$ cat src/rtl/assert_macros.svh
// Assertion macros used by the top level of the timestamp match queue.
// No dependencies; the including module must provide clk and rst_n.
`ifndef ASSERT_MACROS_SVH
`define ASSERT_MACROS_SVH

// Checked at every rising edge outside reset.
`define ASSERT_CLK(lbl, prop, msg) \
    lbl: assert property (@(posedge clk) disable iff (!rst_n) (prop)) else $error(msg);

// Checked at every rising edge, reset included.
`define ASSERT_ALWAYS(lbl, prop, msg) \
    lbl: assert property (@(posedge clk) (prop)) else $error(msg);

`endif

$ cat src/rtl/tsm_pkg.sv
// Shared types and constants of the timestamp match queue.
// No dependencies.
package tsm_pkg;

    localparam int TIME_W   = 48;
    localparam int LAT_W    = 31;
    localparam int LON_W    = 32;
    localparam int ALT_W    = 28;
    localparam int TOL_W    = 20;
    localparam int STALE_W  = 5;
    localparam int STATUS_W = 2;

    localparam int S_TDATA_W = 144;
    localparam int M_TDATA_W = 96;

    localparam int DEFAULT_QUEUE_DEPTH = 16;

    localparam logic [TOL_W-1:0]   TOL_RESET = TOL_W'(10000);
    localparam logic [STALE_W-1:0] STALE_MAX = STALE_W'(31);

    typedef enum logic [STATUS_W-1:0] {
        STAT_QUEUED    = 2'd0,
        STAT_REFUSED   = 2'd1,
        STAT_MATCHED   = 2'd2,
        STAT_UNMATCHED = 2'd3
    } status_t;

    typedef struct packed {
        logic [ALT_W-1:0]  alt;
        logic [LON_W-1:0]  lon;
        logic [LAT_W-1:0]  lat;
        logic [TIME_W-1:0] fix_time;
    } fix_entry_t;

    typedef struct packed {
        logic [STALE_W-1:0] stale;
        logic [ALT_W-1:0]   alt;
        logic [LON_W-1:0]   lon;
        logic [LAT_W-1:0]   lat;
        status_t            status;
    } result_t;

endpackage

$ cat src/rtl/tsm_store.sv
// Fix storage: one synchronous memory of queue entries, one write and one
// registered read port. Depends on tsm_pkg.
module tsm_store #(
    parameter int QUEUE_DEPTH = tsm_pkg::DEFAULT_QUEUE_DEPTH,
    parameter int IDX_W       = $clog2(QUEUE_DEPTH)
) (
    input  logic                clk,
    input  logic                we,
    input  logic [IDX_W-1:0]    waddr,
    input  tsm_pkg::fix_entry_t wdata,
    input  logic [IDX_W-1:0]    raddr,
    output tsm_pkg::fix_entry_t rdata
);

    tsm_pkg::fix_entry_t mem [QUEUE_DEPTH];
    tsm_pkg::fix_entry_t rdata_reg;

    always_ff @(posedge clk)
    begin
        if (we)
        begin
            mem[waddr] <= wdata;
        end
        rdata_reg <= mem[raddr];
    end

    assign rdata = rdata_reg;

endmodule

$ cat src/rtl/tsm_ctrl.sv
// Queue sequencer: pushes fixes, scans from the head on a frame and builds
// the result item. Depends on tsm_pkg; drives the ports of tsm_store.
module tsm_ctrl #(
    parameter int QUEUE_DEPTH = tsm_pkg::DEFAULT_QUEUE_DEPTH,
    parameter int IDX_W       = $clog2(QUEUE_DEPTH),
    parameter int CNT_W       = $clog2(QUEUE_DEPTH + 1)
) (
    input  logic                       clk,
    input  logic                       rst_n,
    input  logic                       in_valid,
    output logic                       in_ready,
    input  logic                       in_func,
    input  tsm_pkg::fix_entry_t        in_fix,
    input  logic [tsm_pkg::TOL_W-1:0]  tol,
    output logic                       res_valid,
    input  logic                       res_ready,
    output tsm_pkg::result_t           res,
    output logic                       mem_we,
    output logic [IDX_W-1:0]           mem_waddr,
    output tsm_pkg::fix_entry_t        mem_wdata,
    output logic [IDX_W-1:0]           mem_raddr,
    input  tsm_pkg::fix_entry_t        mem_rdata
);

    typedef enum logic [2:0] {
        ST_IDLE   = 3'b001,
        ST_SCAN   = 3'b010,
        ST_RESULT = 3'b100
    } state_t;

    state_t                           state_reg, state_next;
    logic [IDX_W-1:0]                 head_reg, head_next;
    logic [IDX_W-1:0]                 tail_reg, tail_next;
    logic [CNT_W-1:0]                 count_reg, count_next;
    logic [tsm_pkg::STALE_W-1:0]      stale_reg, stale_next;
    logic [tsm_pkg::TIME_W-1:0]       frame_time_reg, frame_time_next;
    tsm_pkg::result_t                 res_reg, res_next;

    logic                             accept;
    logic                             full;
    logic                             newer_frame;
    logic [tsm_pkg::TIME_W-1:0]       diff;
    logic                             hit;
    logic [tsm_pkg::STALE_W-1:0]      stale_inc;

    function automatic logic [IDX_W-1:0] next_slot(input logic [IDX_W-1:0] i);
        next_slot = (i == IDX_W'(QUEUE_DEPTH - 1)) ? '0 : i + IDX_W'(1);
    endfunction

    assign in_ready  = (state_reg == ST_IDLE);
    assign accept    = in_valid && in_ready;
    assign full      = (count_reg == CNT_W'(QUEUE_DEPTH));
    assign res_valid = (state_reg == ST_RESULT);
    assign res       = res_reg;

    // Only one item is in work at a time, so a push never meets a scan read.
    assign mem_we    = accept && !in_func && !full;
    assign mem_waddr = tail_reg;
    assign mem_wdata = in_fix;
    // Prefetch the entry after the head while scanning; used only on a pop.
    assign mem_raddr = (state_reg == ST_SCAN) ? next_slot(head_reg) : head_reg;

    assign newer_frame = (frame_time_reg >= mem_rdata.fix_time);
    assign diff        = newer_frame ? frame_time_reg - mem_rdata.fix_time
                                     : mem_rdata.fix_time - frame_time_reg;
    assign hit         = (diff <= {{(tsm_pkg::TIME_W - tsm_pkg::TOL_W){1'b0}}, tol});
    assign stale_inc   = (stale_reg == tsm_pkg::STALE_MAX) ? stale_reg
                                                           : stale_reg + tsm_pkg::STALE_W'(1);

    always_comb
    begin
        state_next      = state_reg;
        head_next       = head_reg;
        tail_next       = tail_reg;
        count_next      = count_reg;
        stale_next      = stale_reg;
        frame_time_next = frame_time_reg;
        res_next        = res_reg;
        case (state_reg)
            ST_IDLE:
            begin
                if (accept)
                begin
                    res_next        = '0;
                    stale_next      = '0;
                    frame_time_next = in_fix.fix_time;
                    state_next      = ST_RESULT;
                    if (!in_func)
                    begin
                        if (full)
                        begin
                            res_next.status = tsm_pkg::STAT_REFUSED;
                        end
                        else
                        begin
                            res_next.status = tsm_pkg::STAT_QUEUED;
                            tail_next       = next_slot(tail_reg);
                            count_next      = count_reg + CNT_W'(1);
                        end
                    end
                    else
                    begin
                        res_next.status = tsm_pkg::STAT_UNMATCHED;
                        if (count_reg != '0)
                        begin
                            state_next = ST_SCAN;
                        end
                    end
                end
            end
            ST_SCAN:
            begin
                if (hit)
                begin
                    head_next       = next_slot(head_reg);
                    count_next      = count_reg - CNT_W'(1);
                    res_next.status = tsm_pkg::STAT_MATCHED;
                    res_next.lat    = mem_rdata.lat;
                    res_next.lon    = mem_rdata.lon;
                    res_next.alt    = mem_rdata.alt;
                    res_next.stale  = stale_reg;
                    state_next      = ST_RESULT;
                end
                else if (newer_frame)
                begin
                    // Outdated fix: drop it and look at the next one.
                    head_next  = next_slot(head_reg);
                    count_next = count_reg - CNT_W'(1);
                    stale_next = stale_inc;
                    if (count_reg == CNT_W'(1))
                    begin
                        res_next.stale = stale_inc;
                        state_next     = ST_RESULT;
                    end
                end
                else
                begin
                    // Fix newer than the window: keep it queued.
                    res_next.stale = stale_reg;
                    state_next     = ST_RESULT;
                end
            end
            ST_RESULT:
            begin
                if (res_ready)
                begin
                    state_next = ST_IDLE;
                end
            end
            default:
            begin
                state_next = ST_IDLE;
            end
        endcase
    end

    always_ff @(posedge clk or negedge rst_n)
    begin
        if (!rst_n)
        begin
            state_reg <= ST_IDLE;
            head_reg  <= '0;
            tail_reg  <= '0;
            count_reg <= '0;
        end
        else
        begin
            state_reg <= state_next;
            head_reg  <= head_next;
            tail_reg  <= tail_next;
            count_reg <= count_next;
        end
    end

    always_ff @(posedge clk)
    begin
        stale_reg      <= stale_next;
        frame_time_reg <= frame_time_next;
        res_reg        <= res_next;
    end

endmodule

$ cat src/rtl/timestamp_match_fifo.sv
// Top level of the timestamp match queue: stream ports, tolerance register,
// output register. Depends on tsm_pkg, tsm_ctrl, tsm_store, assert_macros.svh.
//
//  channel | dir | handshake          | payload
//  --------+-----+--------------------+-------------------------------------
//  s_      | in  | s_tvalid/s_tready  | s_tuser func, s_tdata fix or frame
//  m_      | out | m_tvalid/m_tready  | m_tuser status, m_tdata match, stale
//  cfg_    | in  | cfg_valid/cfg_ready| cfg_data match_tolerance
//
// A fix item is accepted with the memory write, then its result is offered.
// A frame item scans from the head, dropping outdated fixes until one matches,
// one lies in the future or the drops empty the queue: one head compare per
// cycle on the registered memory read, with the next entry prefetched.
// An empty queue goes straight to the result.
// The queue is empty after reset; the memory needs no clearing pass.
// A result waiting in the output register does not stop the next item from
// being accepted; only the one after that waits for m_tready.
`include "assert_macros.svh"

module timestamp_match_fifo #(
    parameter int QUEUE_DEPTH = tsm_pkg::DEFAULT_QUEUE_DEPTH
) (
    input  logic                            clk,
    input  logic                            rst_n,
    input  logic                            s_tvalid,
    output logic                            s_tready,
    // event_time[47:0], fix_latitude[78:48], fix_longitude[110:79],
    // fix_altitude[138:111], zero fill[143:139]
    input  logic [tsm_pkg::S_TDATA_W-1:0]   s_tdata,
    // func[0]
    input  logic                            s_tuser,
    output logic                            m_tvalid,
    input  logic                            m_tready,
    // match_latitude[30:0], match_longitude[62:31], match_altitude[90:63],
    // stale_dropped[95:91]
    output logic [tsm_pkg::M_TDATA_W-1:0]   m_tdata,
    // status[1:0]
    output logic [tsm_pkg::STATUS_W-1:0]    m_tuser,
    input  logic                            cfg_valid,
    output logic                            cfg_ready,
    input  logic [tsm_pkg::TOL_W-1:0]       cfg_data
);

    localparam int IDX_W = $clog2(QUEUE_DEPTH);
    localparam int FIX_W = tsm_pkg::TIME_W + tsm_pkg::LAT_W + tsm_pkg::LON_W
                           + tsm_pkg::ALT_W;
    localparam int STALE_LO = tsm_pkg::LAT_W + tsm_pkg::LON_W + tsm_pkg::ALT_W;

    logic [tsm_pkg::TOL_W-1:0]     tol_reg;
    logic                          m_tvalid_reg;
    logic [tsm_pkg::M_TDATA_W-1:0] m_tdata_reg;
    logic [tsm_pkg::STATUS_W-1:0]  m_tuser_reg;

    tsm_pkg::fix_entry_t in_fix;
    tsm_pkg::result_t    res;
    logic                res_valid;
    logic                res_ready;
    logic                mem_we;
    logic [IDX_W-1:0]    mem_waddr;
    tsm_pkg::fix_entry_t mem_wdata;
    logic [IDX_W-1:0]    mem_raddr;
    tsm_pkg::fix_entry_t mem_rdata;

    logic [tsm_pkg::STALE_W-1:0]   out_stale;
    logic [STALE_LO-1:0]           out_coord;
    logic                          out_unmatched;

    // Field order of the entry struct matches the tdata layout.
    assign in_fix = tsm_pkg::fix_entry_t'(s_tdata[FIX_W-1:0]);

    assign res_ready = !m_tvalid_reg || m_tready;
    assign cfg_ready = 1'b1;

    tsm_ctrl #(
        .QUEUE_DEPTH (QUEUE_DEPTH)
    ) u_ctrl (
        .clk       (clk),
        .rst_n     (rst_n),
        .in_valid  (s_tvalid),
        .in_ready  (s_tready),
        .in_func   (s_tuser),
        .in_fix    (in_fix),
        .tol       (tol_reg),
        .res_valid (res_valid),
        .res_ready (res_ready),
        .res       (res),
        .mem_we    (mem_we),
        .mem_waddr (mem_waddr),
        .mem_wdata (mem_wdata),
        .mem_raddr (mem_raddr),
        .mem_rdata (mem_rdata)
    );

    tsm_store #(
        .QUEUE_DEPTH (QUEUE_DEPTH)
    ) u_store (
        .clk   (clk),
        .we    (mem_we),
        .waddr (mem_waddr),
        .wdata (mem_wdata),
        .raddr (mem_raddr),
        .rdata (mem_rdata)
    );

    always_ff @(posedge clk or negedge rst_n)
    begin
        if (!rst_n)
        begin
            tol_reg      <= tsm_pkg::TOL_RESET;
            m_tvalid_reg <= 1'b0;
        end
        else
        begin
            if (cfg_valid && cfg_ready)
            begin
                tol_reg <= cfg_data;
            end
            if (res_valid && res_ready)
            begin
                m_tvalid_reg <= 1'b1;
            end
            else if (m_tready)
            begin
                m_tvalid_reg <= 1'b0;
            end
        end
    end

    always_ff @(posedge clk)
    begin
        if (res_valid && res_ready)
        begin
            m_tdata_reg <= {res.stale, res.alt, res.lon, res.lat};
            m_tuser_reg <= res.status;
        end
    end

    assign m_tvalid = m_tvalid_reg;
    assign m_tdata  = m_tdata_reg;
    assign m_tuser  = m_tuser_reg;

    assign out_stale     = m_tdata_reg[tsm_pkg::M_TDATA_W-1:STALE_LO];
    assign out_coord     = m_tdata_reg[STALE_LO-1:0];
    assign out_unmatched = m_tvalid_reg && (m_tuser_reg == tsm_pkg::STAT_UNMATCHED);

    `ASSERT_CLK(a_busy_after_accept, (s_tvalid && s_tready) |=> !s_tready, "ready after accept")
    `ASSERT_CLK(a_fix_no_stale, (m_tvalid && !m_tuser[1]) |-> (out_stale == '0), "stale on fix")
    `ASSERT_ALWAYS(a_unmatched_zero, out_unmatched |-> (out_coord == '0), "unmatched with data")

endmodule

$ cat config.mk
export PLATFORM = sky130hd
export DESIGN_NAME = timestamp_match_fifo
export DESIGN_NICKNAME = d
export VERILOG_FILES = /design/src/rtl/tsm_pkg.sv /design/src/rtl/tsm_store.sv /design/src/rtl/tsm_ctrl.sv /design/src/rtl/timestamp_match_fifo.sv
export VERILOG_INCLUDE_DIRS = /design/src /design/src/rtl
export SDC_FILE = /design/constraint.sdc
export NUM_CORES = 2
export LEC_CHECK = 0
export ABC_AREA = 1
export BUFFER_PORTS_ARGS = -buffer_cell sky130_fd_sc_hd__buf_2
export CAP_MARGIN = 20
export CELL_PAD_IN_SITES_DETAIL_PLACEMENT = 1
export CELL_PAD_IN_SITES_GLOBAL_PLACEMENT = 2
export CORE_ASPECT_RATIO = 1.5
export CORE_UTILIZATION = 47
export DETAILED_ROUTE_END_ITERATION = 10
export GPL_TIMING_DRIVEN = 0
export PLACE_DENSITY_LB_ADDON = 0.1
export SETUP_SLACK_MARGIN = 0.15
export SYNTH_ARGS = -nofsm -noshare
export SYNTH_HDL_FRONTEND = slang
export SYNTH_SLANG_ARGS = --single-unit
$ cat constraint.sdc
create_clock -name clk -period 32.5 [get_ports clk]
set_input_delay 9.75 -clock clk [delete_from_list [all_inputs] [get_ports clk]]
set_output_delay 9.75 -clock clk [all_outputs]
set_load 0.005 [all_outputs]
-- Word level (Yosys, flattened, before mapping)
Memories as Yosys holds them, arrays and structs flattened. A register that Yosys moved wholly into a read port is not among the register bits.
Index checks and enable logic that the tools add are counted.
- flip-flop bits (word level): 286
- bits in writable memories: 2224
- output and inout bits: 101
- word-level logic and storage cells: 101
- memories: 1
- $add $sub $neg: 7
- order comparisons: 2
- equal/unequal tests: 17
- multiplexer cells: 37
- bitwise logic cells: 2
- reduce and logical (&&, ||, !) cells: 20
- memory list (name ; depth ; bits a word ; read ports ; clocked after Yosys merged registers in ; wr ports ; line ; RTL):
    u_store.mem ; 16 ; 139 ; 1 ; 1 ; 1 ; tsm_store.sv:15 ; tsm_pkg::fix_entry_t mem [QUEUE_DEPTH];
- operator list (kind ; count):
    $pmux 98 s2 ; 1
    $mux 98 ; 1
    $sub 48x48->48 ; 2
    $mux 93 ; 1
    $mux 5 ; 12
    $ge 48x48->1 ; 1
    $le 48x20->1 ; 1
    $mux 48 ; 1
    $mux 3 ; 7
    $mux 4 ; 5
    $pmux 5 s2 ; 2
    $add 5x1->5 const B ; 2
    $eq 5x5->1 const B ; 2
    $pmux 3 s3 ; 1
    $reduce_and 3->1 ; 3
    $add 4x1->4 const B ; 2
    $eq 4x4->1 const B ; 2
    $ne 2x2->1 const B ; 4
    $reduce_and 4->1 ; 2
    $ne 2x1->1 const B ; 3
    $reduce_bool 2->1 ; 3
    $eq 5x1->1 const B ; 1
    $mux 1 ; 5
    $reduce_and 5->1 ; 1
    other kinds (13) ; 20

-- Longest topological paths before layout
- depth after elaboration: 6
- gate-level depth with buffers: 39
- mapped depth without buffers: 36

-- By module
Synthesis repeated with hierarchy kept, for this count alone.
- cells, all modules: 11118
- area total of the unflattened synthesis: 115278.1 um^2
- by module, submodules not included (module ; times used ; cells each ; area each (um^2)):
    tsm_store ; 1 ; 8466 ; 95288.9
    tsm_ctrl ; 1 ; 2462 ; 16213.0
    timestamp_match_fifo ; 1 ; 190 ; 3776.1

-- Least setup slack after synthesis
OpenSTA, ideal clock, no wires.
- path type: input -> register
- start: input port s_tvalid
- end: memory u_store.mem[11][0] in the netlist's numbering (enable)
- library setup time: 0.640 ns
- data arrival time: 18.525 ns
- required time: 31.860 ns
- setup slack: 13.335 ns
- stages: 6
- path buffers: 0
- path through: inv_1 nor2_1 inv_1 nor2_1 nand2_1 nor2_1
- longest elaborated chain between the ends: 5
- RTL lines (item ; line ; RTL):
    from (decl) ; timestamp_match_fifo.sv:25 ; input logic s_tvalid,
    $logic_and 1x1->1 ; tsm_ctrl.sv:51 ; assign accept = in_valid && in_ready;
    $logic_and 1x1->1 (2 in series) ; tsm_ctrl.sv:57 ; assign mem_we = accept && !in_func && !full;
    $mux 1 ; tsm_store.sv:20 ; if (we)
    $mux 1 (implied by the code) ; tsm_store.sv:22 ; mem[waddr] <= wdata;
    to (decl) ; tsm_store.sv:15 ;
Every way passes these cells.

-- Final worst setup path
- start: input port s_tvalid
- end: memory u_store.mem[2][67] in the netlist's numbering (enable)
The elaborated chain is that of the path after synthesis.

==> impl_results.html <==
<table>
<tr><th>Metric</th><th>Value</th></tr>
<tr><th colspan="2">Run status</th></tr>
<tr><td>Status</td><td>finished with violations</td></tr>
<tr><td>Failing checks</td><td>capacitance limit, slew limit</td></tr>
<tr><th colspan="2">Critical path</th></tr>
<tr><td>Required time of the critical path</td><td>33070 ps</td></tr>
<tr><td>Launch point of the worst reg-to-reg path</td><td>u_store.rdata[45]</td></tr>
<tr><td>Cells along the critical path</td><td>buf_2 &gt; inv_1 &gt; nor2_4 &gt; inv_1 &gt; nor2_1 &gt; nand2_1 &gt; nor2_4 &gt; buf_16 &gt; buf_16 &gt; buf_12 &gt; buf_12 &gt; buf_12</td></tr>
<tr><td>CP arrival</td><td>13820 ps</td></tr>
<tr><td>Maximum fanout along the worst path</td><td>22</td></tr>
<tr><td>Buffers and inverters on the worst path</td><td>8</td></tr>
<tr><td>Startpoint kind of the worst setup timing path</td><td>primary input</td></tr>
<tr><td>Critical Path End Type</td><td>register</td></tr>
<tr><td>Cell family with the largest share of critical-path delay</td><td>simple AND/OR/NAND/NOR gates</td></tr>
<tr><td>Largest incremental delay on the critical path</td><td>slightly above 700 ps</td></tr>
<tr><td>Worst Setup Path Type</td><td>in -&gt; reg</td></tr>
<tr><td>Worst setup path startpoint</td><td>s_tvalid</td></tr>
<tr><td>Cell with the largest stage delay on the worst path</td><td>sky130_fd_sc_hd__nor2_4</td></tr>
<tr><td>Most numerous cell on the critical path</td><td>sky130_fd_sc_hd__buf_12</td></tr>
<tr><th colspan="2">Final layout</th></tr>
<tr><td>Fillers</td><td>22780</td></tr>
<tr><td>Total non-filler cell area in the finished layout</td><td>123400 sq um</td></tr>
<tr><td>Post-layout utilization of the core</td><td>54.84%</td></tr>
<tr><td>Signed area change from the synthesized netlist to the final layout</td><td>15.72%</td></tr>
<tr><td>Proportion of layout cells with a drive suffix above 1</td><td>9.607%</td></tr>
<tr><td>Count of non-filler cells in the finished layout</td><td>12580</td></tr>
<tr><td>Combined area of the multi-input logic cells</td><td>24910 sq um</td></tr>
<tr><td>Net count reported at finish</td><td>about 9600</td></tr>
<tr><td>Register area</td><td>77980 sq um</td></tr>
<tr><td>Number of flip-flops under the largest register name</td><td>2224</td></tr>
<tr><th colspan="2">Place</th></tr>
<tr><td>Count of buffers from port buffering</td><td>about 260</td></tr>
<tr><td>Gp weighted congestion</td><td>~0.94</td></tr>
<tr><td>Half-perimeter wire length of the detailed placement result</td><td>298.5 mm</td></tr>
<tr><td>Total cell area at the placement stage</td><td>115300 sq um</td></tr>
<tr><td>Number of cells after detailed placement</td><td>12080</td></tr>
<tr><td>Setup WS pre-CTS</td><td>18350 ps</td></tr>
<tr><th colspan="2">Clocking</th></tr>
<tr><td>Count of clock tree sinks</td><td>approximately 2600</td></tr>
<tr><td>Clock buffer depth</td><td>4</td></tr>
<tr><td>Number of buffers inserted to repair setup after CTS</td><td>0</td></tr>
<tr><td>H-tree depth reported by CTS</td><td>4</td></tr>
<tr><td>Root Buffer Master</td><td>sky130_fd_sc_hd__clkbuf_16</td></tr>
<tr><td>Worst-path clk slew</td><td>around 60 ps</td></tr>
<tr><td>Num CTS Buffers</td><td>roughly 250</td></tr>
<tr><td>Post-CTS Hold Fix Bufs</td><td>0</td></tr>
<tr><td>Worst-Skew Late Latency</td><td>910 ps</td></tr>
<tr><td>Post-CTS resize count</td><td>0</td></tr>
<tr><td>CTS tree</td><td>built</td></tr>
<tr><th colspan="2">Logic synthesis</th></tr>
<tr><td>Synth async-reset ratio</td><td>1.397%</td></tr>
<tr><td>Synthesized flop and latch total</td><td>2649</td></tr>
<tr><td>Sequential area share after synthesis</td><td>73.14%</td></tr>
<tr><td>Dominant register cell in the synthesized netlist</td><td>sky130_fd_sc_hd__edfxtp_1</td></tr>
<tr><td>Average cell area after synthesis</td><td>12.34 sq um</td></tr>
<tr><td>Number of flops mapped to enable cells by yosys</td><td>2473</td></tr>
<tr><td>Syn_nets</td><td>8938</td></tr>
<tr><td>Area of the mapped netlist</td><td>106600 sq um</td></tr>
<tr><td>Ys Warns</td><td>0</td></tr>
<tr><td>Unique cell type count in the Yosys netlist</td><td>51</td></tr>
<tr><td>Cell count after synthesis</td><td>8642</td></tr>
<tr><th colspan="2">Floorplanning</th></tr>
<tr><td>Area inside the core boundary</td><td>224900 sq um</td></tr>
<tr><td>Rows</td><td>~210</td></tr>
<tr><td>Die Y</td><td>585.3 microns</td></tr>
<tr><td>Starting density of the core</td><td>47.40%</td></tr>
<tr><td>I/O pin total</td><td>271</td></tr>
<tr><td>Die outline area</td><td>228800 sq um</td></tr>
<tr><td>Width of the chip</td><td>390.9 microns</td></tr>
<tr><th colspan="2">STA</th></tr>
<tr><td>Worst slew margin relative to its limit</td><td>-27.00%</td></tr>
<tr><td>Final TNS setup</td><td>0 ps</td></tr>
<tr><td>Unrepaired setup endpoints after global routing</td><td>false</td></tr>
<tr><td>Tcrit/Tclk final</td><td>40.77%</td></tr>
<tr><td>Clk_skew</td><td>41.34 ps</td></tr>
<tr><td>Final count of negative-setup-slack endpoints</td><td>0</td></tr>
<tr><td>Number of hold violations in the final report</td><td>0</td></tr>
<tr><td>Achievable Freq</td><td>about 0.075 GHz</td></tr>
<tr><td>Minimum clock period after layout</td><td>13250 ps</td></tr>
<tr><td>Actual slew at the worst max-slew pin</td><td>1905 ps</td></tr>
<tr><td>Worst Setup Slack, final</td><td>between 15000 and 20000 ps</td></tr>
<tr><td>Final slew viol count</td><td>10</td></tr>
<tr><th colspan="2">Route</th></tr>
<tr><td>Wirelength, routed</td><td>around 420 mm</td></tr>
<tr><td>Initial DRT Pass Iterations</td><td>6</td></tr>
<tr><td>Number of antenna-violating nets in the routed design</td><td>0</td></tr>
<tr><td>Total number of vias</td><td>78090</td></tr>
<tr><td>DRT iter0 DRCs</td><td>7865</td></tr>
<tr><td>Drt via density</td><td>6.206</td></tr>
<tr><td>Total DRC errors in the routed layout</td><td>0</td></tr>
<tr><td>Detailed-route wire length per cell</td><td>33.60 microns</td></tr>
<tr><th colspan="2">Power and ir drop</th></tr>
<tr><td>PD cells</td><td>roughly 95 nW/um^2</td></tr>
<tr><td>Max VDD drop</td><td>between 0.05 and 0.06 mV</td></tr>
<tr><td>Leak pwr</td><td>42.95 nW</td></tr>
<tr><th colspan="2">Min path</th></tr>
<tr><td>Path type of the worst min-delay path</td><td>reg -&gt; reg</td></tr>
<tr><td>Startpoint of the most critical hold path</td><td>u_ctrl.res[30]</td></tr>
<tr><th colspan="2">GRT</th></tr>
<tr><td>Global route total overflow</td><td>0</td></tr>
<tr><td>Global-route wire length before repair</td><td>586.8 mm</td></tr>
<tr><td>Pin count of the biggest net entering global routing</td><td>38</td></tr>
<tr><td>Number of global-route vias before repair</td><td>slightly above 80000</td></tr>
<tr><td>Aggregate global-route resource usage</td><td>36.47%</td></tr>
<tr><td>Number of antenna violations at the first check in global routing</td><td>70</td></tr>
<tr><th colspan="2">Flow run</th></tr>
<tr><td>Count of max-cap constraint violations</td><td>1</td></tr>
</table>
==> logic make-up after synthesis <==
logic type | count (synthesis) | share of synthesized area [%]
multiplexers | 5 | 0.04929
AND/OR/NAND/NOR | 2467 | 9.089
AO/OA/AOI/OAI | 2345 | 12.33
adder cells (fa/ha/maj) | 126 | 1.493
flip-flops | 2649 | 73.14
buffers and inverters | 1017 | 3.631
other | 1 | 0.003518
XOR/XNOR | 32 | 0.2629
==> cell usage after synthesis (3+ instances only) <==
master                     instances  share of area [%]
sky130_fd_sc_hd__dfstp_2           6               0.15
sky130_fd_sc_hd__o21ai_1           6              0.028
sky130_fd_sc_hd__nand4_1          31               0.18
sky130_fd_sc_hd__o211ai_1         84               0.59
sky130_fd_sc_hd__a21oi_2           3              0.025
sky130_fd_sc_hd__buf_1            16              0.056
sky130_fd_sc_hd__nand2_1         760                2.7
sky130_fd_sc_hd__clkinv_1          3              0.011
sky130_fd_sc_hd__xnor2_1          12              0.099
sky130_fd_sc_hd__clkbuf_1        459                1.6
sky130_fd_sc_hd__nand2_2          13              0.076
sky130_fd_sc_hd__dfxtp_1         139                2.6
sky130_fd_sc_hd__mux2i_1           3              0.028
sky130_fd_sc_hd__o21bai_1         29               0.20
sky130_fd_sc_hd__a31oi_1           5              0.029
sky130_fd_sc_hd__dfrtp_1          31               0.73
sky130_fd_sc_hd__a21oi_1         131               0.61
sky130_fd_sc_hd__o21ai_2           4              0.033
sky130_fd_sc_hd__xor2_1           20               0.16
sky130_fd_sc_hd__nor2_2            9              0.053
sky130_fd_sc_hd__edfxtp_1       2473                 70
sky130_fd_sc_hd__o22ai_1         486                2.9
sky130_fd_sc_hd__nand2_4           3              0.032
sky130_fd_sc_hd__buf_6             3              0.032
sky130_fd_sc_hd__nor3_2            7              0.066
sky130_fd_sc_hd__inv_1           518                1.8
sky130_fd_sc_hd__ha_1            124                1.5
sky130_fd_sc_hd__nor2_1         1499                5.3
sky130_fd_sc_hd__nand3b_1          3              0.021
sky130_fd_sc_hd__nor2_4            4              0.042
sky130_fd_sc_hd__buf_2             8              0.038
sky130_fd_sc_hd__o21ai_0        1464                6.9
sky130_fd_sc_hd__inv_2             6              0.021
sky130_fd_sc_hd__o221ai_1        118               0.97
sky130_fd_sc_hd__nor3_1           11              0.052
sky130_fd_sc_hd__a21o_1            8              0.056
sky130_fd_sc_hd__nand3_1         123               0.58
sky130_fd_sc_hd__o21a_1            3              0.021
==> final timing paths <==
check | endpoint | cells after the start | slack [ps]
worst min register to register | m_tdata[28] | 0 | 410
worst max-delay path | u_store.mem[2][67] | 12 | 19250
worst max register to register | u_ctrl.res[47] | 34 | 24430
max in group asynchronous | tol_reg[14] | 1 | 22860
min in group asynchronous | u_ctrl.mem_waddr[3] | 1 | 8980
worst min-delay path | m_tdata[28] | 0 | 410
==> layout by cell type (no fill, tap or decap), drive strengths merged, types with 18 or more instances in the layout <==
master | netlist | layout
bufinv | 0 | 19
buf | 30 | 459
nand4 | 31 | 31
clkbuf | 459 | 803
nand3 | 124 | 124
edfxtp | 2473 | 2473
xor2 | 20 | 20
o221ai | 118 | 118
nor2 | 1512 | 1512
o21bai | 29 | 29
dfrtp | 31 | 31
dfxtp | 139 | 139
ha | 124 | 124
nor3 | 18 | 18
o22ai | 486 | 486
diode | 0 | 48
clkinv | 3 | 79
nand2 | 776 | 776
o211ai | 84 | 84
o21ai | 1474 | 1474
inv | 525 | 532
a21oi | 134 | 134
==> cell type report <==
cell class	count	share of cell area (%)
diodes	48	0.09737
clock inverters	109	0.8408
repair buffers	429	3.846
flip-flops and latches	2649	63.21
plain buffers	489	1.560
well taps	3010	3.053
multi-input cells	4976	20.19
inverters	528	1.609
clock buffers	344	5.590
==> worst register-to-register path, delay by kind of cell, from the launching register on <==
kind | cells | cell delay (ps)
and+or+nand+nor | 17 | 2490
xor gates and xnor gates | 1 | 260
AOI/OAI and AO/OA | 3 | 1030
DFF | 1 | 870
adders and majority gates | 2 | 760
buffers and inverters | 11 | 2330
==> through the flow <==
stage	power (W)	hold WS [ps]
after floorplan	0.006561	400.3
after global placement	0.008556	400.5
after detailed placement	0.008707	405.1
after CTS	0.01160	416.0
after global routing	0.01207	416.8
final	0.01166	407.0
==> layer usage <==
layer  part of all wire, %  track usage, %  up-vias  routed length [microns]
met5                 0.062               0        -                      264
met4                   7.4           24.55       42                    31360
met3                   8.4           5.912     1089                    35370
met2                    49           61.11     4327                   205800
met1                    35           43.27    40000                   150100
li1                      -               -    32630                        -
==> power breakdown <==
| group | switching [W] | internal (W) |
|---|---|---|
| Combinational | 0.00344 | 0.00116 |
| Sequential | 0.000132 | 0.00402 |
| Clock | 0.00129 | 0.00162 |
| Total | 0.00486 | 0.00680 |
(Power assumes the default switching activity.)
